**config.mk**
```make
export PLATFORM = sky130hd
export DESIGN_NAME = bsdg_sqrt_cell
export DESIGN_NICKNAME = d
export VERILOG_FILES = /design/src/sv/bsdg_pkg.sv /design/src/sv/bsdg_sqrt_cell.sv
export SDC_FILE = /design/constraint.sdc
export NUM_CORES = 1
export LEC_CHECK = 0
export BUFFER_PORTS_ARGS = -buffer_cell sky130_fd_sc_hd__clkbuf_2
export CELL_PAD_IN_SITES_DETAIL_PLACEMENT = 1
export CELL_PAD_IN_SITES_GLOBAL_PLACEMENT = 1
export CORE_ASPECT_RATIO = 0.8
export CORE_MARGIN = 1.5
export CORE_UTILIZATION = 35
export CTS_CLUSTER_SIZE = 25
export DETAILED_ROUTE_END_ITERATION = 10
export PLACE_DENSITY = 0.79
export RECOVER_POWER = 25
export SYNTH_ARGS = -nofsm -noshare
export SYNTH_HDL_FRONTEND = slang
export SYNTH_SLANG_ARGS = --single-unit
```
**constraint.sdc**
```tcl
create_clock -name clk -period 6.9 [get_ports clk]
set_input_delay 0.345 -clock clk [delete_from_list [all_inputs] [get_ports clk]]
set_output_delay 0.345 -clock clk [all_outputs]
set_load 0.02 [all_outputs]
```
**src/sv/bsdg_pkg.sv**
```systemverilog
package bsdg_pkg;

  // Fixed-point format of the point and of the results.
  localparam int FracBits  = 16;
  localparam int InW       = 24;
  localparam int DistW     = 25;
  localparam int GradW     = 18;

  // Offsets are at most 2^23 - 2^16 in magnitude, so 24 bits unsigned hold them.
  localparam int OffW      = 24;
  // Sum of three squared offsets.
  localparam int SumW      = 2 * OffW + 2;
  // Square root width and the number of root cells (one result bit per cell).
  localparam int RootW     = SumW / 2;
  // Numerator width of the gradient division: offset shifted by FracBits.
  localparam int NumW      = OffW + FracBits;
  // Quotient bits: the quotient never exceeds one, so FracBits + 1 bits.
  localparam int QuoW      = FracBits + 1;

  localparam logic signed [InW+1:0] One = (InW+2)'(1) <<< FracBits;

  // Item data handed down the chain of cells.
  typedef struct packed {
    logic                          eucl;    // Euclidean outside case
    logic        [2:0]             neg;     // offset sign per axis
    logic        [2:0][OffW-1:0]   off;     // offset magnitude per axis
    logic signed [DistW-1:0]       dval;    // distance for cases without root
    logic signed [2:0][GradW-1:0]  grad;    // gradient for cases without root
  } item_t;

  // Square-root work state.
  typedef struct packed {
    logic [SumW-1:0]  rem;
    logic [RootW-1:0] root;
  } sqrt_t;

  // Division work state for all three axes.
  typedef struct packed {
    logic [2:0][NumW-1:0] rem;
    logic [2:0][QuoW-1:0] quo;
  } div_t;

endpackage

```
**src/sv/bsdg_sqrt_cell.sv**
```systemverilog
// One restoring square-root step: decides one root bit and passes the item on.
module bsdg_sqrt_cell
  import bsdg_pkg::*;
(
  input  logic        clk,
  input  logic        rst_n,
  input  logic [5:0]  step,
  input  logic        vld_i,
  input  item_t       item_i,
  input  sqrt_t       sq_i,
  output logic        vld_o,
  output item_t       item_o,
  output sqrt_t       sq_o
);

  logic        vld_r;
  item_t       item_r;
  sqrt_t       sq_r, sq_nxt;
  logic [SumW+1:0] trial;
  logic [SumW+1:0] rem_ext;

  // Trial subtract (root << (step + 1)) | (1 << 2*step) from the remainder.
  always_comb begin
    rem_ext = (SumW+2)'(sq_i.rem);
    trial   = ({(SumW+2-RootW)'(0), sq_i.root} << (step + 6'd1))
              | ((SumW+2)'(1) << {step, 1'b0});
    sq_nxt  = sq_i;
    if (rem_ext >= trial) begin
      sq_nxt.rem  = SumW'(rem_ext - trial);
      sq_nxt.root = sq_i.root | (RootW'(1) << step);
    end
  end

  always_ff @(posedge clk) begin
    if (!rst_n) begin
      vld_r <= 1'b0;
    end else begin
      vld_r <= vld_i;
    end
    item_r <= item_i;
    sq_r   <= sq_nxt;
  end

  assign vld_o  = vld_r;
  assign item_o = item_r;
  assign sq_o   = sq_r;

endmodule

```
==> results.py <==
metrics = {
    "die": {
        "die-area_mm2": 0.03164,
        "pin_count": 470,
        "die_x_um": 198.5,
        "rows": 57,
        "die_h_um": 159.4,
        "initial_core_util": 0.3539,
        "fp.coreArea_mm2": 0.03024,
    },
    "synth": {
        "yosysSeqAreaShare": 0.4321,
        "synth_edf_count": 0,
        "yosys_warnings": 0,
        "synth_area_mm2": 0.01070,
        "synthArstFlopShare": 0,
        "synth_ff_type": "dfxtp_1",
        "synthCells": 1102,
        "synthDistinctLibCells": 69,
        "synth_seq_cells": 231,
        "synth_fp_nets": 1397,
        "syn_area_per_cell_um2": 9.711,
    },
    "final_layout": {
        "finalCoreUtilization": 0.5235,
        "fill_cells": 3625,
        "synthToLayoutAreaGrowth_pct": 47.94,
        "drive_above_1_share": 0.3372,
        "layout_commonest_cell": "clkbuf_2",
        "fin_nets": 2017,
        "design_area_mm2": 0.01583,
        "layout_common_cells": "445 x clkbuf_2, 231 x dfxtp_1, 154 x dlygate4sd3_1",
    },
    "cts": {
        "ctsResizeCount": 0,
        "cts.sinks": 231,
        "cts_buffer_depth": 3,
        "cts_tree": "built",
        "post_cts_buffers": 0,
        "htreeDepth": 1,
        "ctsHoldBuffers": 154,
        "clk_pin_slew_worst_paths_ns": 0.07,
        "cts_buffers": 24,
        "cts_root_buf": "clkbuf_16",
    },
    "routing": {
        "detail_route.wl_per_cell_um": 25.77,
        "drt_iter0_drc": 870,
        "vias": 11530,
        "drt-pass1-iter-count": 5,
        "finalWirelength_um": 55480,
        "via_per_inst": 5.357,
        "drc": 0,
        "postRouteAntennaNets": 0,
    },
    "worst_setup_path": {
        "cp-end-kind": "flop",
        "worst_ep_required_time_ns": 7.32,
        "cp.arrival_ns": 6.08,
        "cp-start-kind": "primary input",
        "critical_path_class": "in -> reg",
        "critPathMaxFanout": 33,
    },
    "power_and_ir_drop": {
        "p_per_area_mw_per_mm2": 281.7,
        "p_leak_nw": 7.339,
        "peakVddDrop_v": 0.0002012,
    },
    "min_path": {
        "whs_path_depth": 2,
        "min_to": "sq_o[67]",
        "hold_class": "in -> reg",
        "hp-start": "sq_i[67]",
    },
    "timing": {
        "period_share": 0.8205,
        "rsz0062_at_grt": "false",
        "fin_tns_setup_ns": 0,
        "fmax_mhz": 176.6,
        "finalHoldWorstSlack_ns": 0.02827,
        "setup_viol": 0,
        "worstMarginPinSlew_ns": 0.8828,
        "final_max_slew_viol_count": 0,
        "slew-limit-headroom": 0.4072,
        "hold_violations": 0,
        "finalCriticalPeriod_ns": 5.661,
    },
    "global_route": {
        "grtUsageTotal": 0.3419,
        "grt_pass1_vias": 12010,
        "grt_max_degree": 54,
        "grt_overflow": 0,
        "grt_pass1_wl_um": 80610,
        "antenna_found_initial": 5,
    },
    "placement": {
        "gp_congestion": 0.9532,
        "place_area_mm2": 0.01350,
        "place_hpwl_um": 40040,
        "port_buffers": 469,
    },
    "run_status": {
        "status": "finished clean",
    },
    "flow_run": {
        "cap_violations": 0,
    },
}
==> area by class of cell <==
cell class / count / area, um^2 / share of cell area
Clock buffer: 36 / 735.7 / 0.04647
Clock inverter: 6 / 75.07 / 0.004742
Antenna cell: 2 / 5.005 / 0.0003161
Timing Repair Buffer: 645 / 4036 / 0.2550
Tap cell: 413 / 516.7 / 0.03264
Multi-Input combinational cell: 800 / 5763 / 0.3640
Sequential cell: 231 / 4624 / 0.2921
Inverter: 20 / 75.07 / 0.004742
==> critical path, stage by stage <==
cell       delay, ns
clkbuf_2        0.10
buf_4           0.36
ha_1            0.35
xor2_2          0.50
buf_4           0.37
or3_1           0.15
o21ai_0         0.20
a21boi_0        0.63
ha_1            0.34
nand2_1         0.16
nor2_1          0.25
o211ai_1        0.17
a21oi_1         0.30
o2111ai_1       0.26
and3b_1         0.29
o31ai_2         0.49
o21ai_4         0.13
buf_4           0.27
mux2_4          0.35
==> synth_stat cells, types with 5 or more instances <==
cell type	instances	area, um^2
nor4_1	5	31.28
a22oi_1	7	52.55
nand3_1	21	105.1
a21o_1	24	180.2
nor2_1	70	262.8
o21ai_0	54	270.3
o21a_1	6	45.04
a21oi_1	93	465.5
clkbuf_1	31	116.4
a21boi_0	10	75.07
a211oi_1	13	97.59
mux4_2	12	270.3
ha_1	55	688.2
mux2i_1	24	240.2
a221oi_1	5	43.79
nand2_1	127	476.7
dfxtp_1	231	4624
nor2b_1	7	43.79
a31oi_1	9	56.30
inv_1	18	67.56
buf_2	11	55.05
nand2b_1	9	56.30
xor2_1	17	148.9
o211ai_1	15	112.6
xnor2_1	34	297.8
o31ai_1	8	60.06
and3_1	6	37.54
nor3_1	15	75.07
o21bai_1	35	262.8
mux2_4	31	465.5
nand4_1	8	50.05
or3_1	8	50.05
mux2_2	23	259.0
==> routing by layer <==
layer	part of all wire	track usage	up-vias
met1	0.43	0.4489	5656
li1	-	-	5210
met2	0.45	0.5474	530
met5	0.00049	0	-
met4	0.040	0.1267	4
met3	0.073	0.07753	133
==> power breakdown <==
part,leakage [nW],internal (mW),switching (mW)
clock network,0.394,0.775,0.571
logic,5.00,0.616,0.948
registers,1.95,1.48,0.0699
total,7.34,2.87,1.59
==> metrics by stage <==
stage | std cells | worst slack, ns | power [mW]
finish | 2153 | 1.239 | 4.459
floorplan | 1102 | 1.689 | 2.495
global route | 2153 | 0.9898 | 4.622
CTS | 2151 | 1.448 | 4.407
global placement | 1955 | 1.020 | 2.986
detailed placement | 1955 | 0.8829 | 3.006
==> state kept, by name, indices dropped and copies added, names as in the netlist <==
name and count:
item_o 155, sq_o 75, vld_o 1
==> worst max path at each step <==
stage	startpoint	end	slack, ns	depth (start not counted)
final	step[0]	sq_o[41]	1.24	19
after global routing	step[0]	sq_o[34]	0.99	19
after CTS	step[0]	sq_o[40]	1.45	19
after detailed placement	step[0]	sq_o[40]	0.88	19
after global placement	step[0]	sq_o[43]	1.02	19
after floorplan	step[0]	sq_o[32]	1.69	26
==> cells by family (layout without fill, tap and decap cells) <==
kind of cell               count (synthesis)  after routing  share of synthesized area
and+or+nand+nor                          291            291                     0.1217
xor gates and xnor gates                  52             52                    0.04326
buffers and inverters                     71            707                    0.03075
muxes                                     92             92                     0.1200
DFF                                      231            231                     0.4321
adders and majority gates                 56             56                    0.06618
other                                      0              2                          0
AOI/OAI and AO/OA                        309            309                     0.1860
Power figures use the tool's default switching activity.
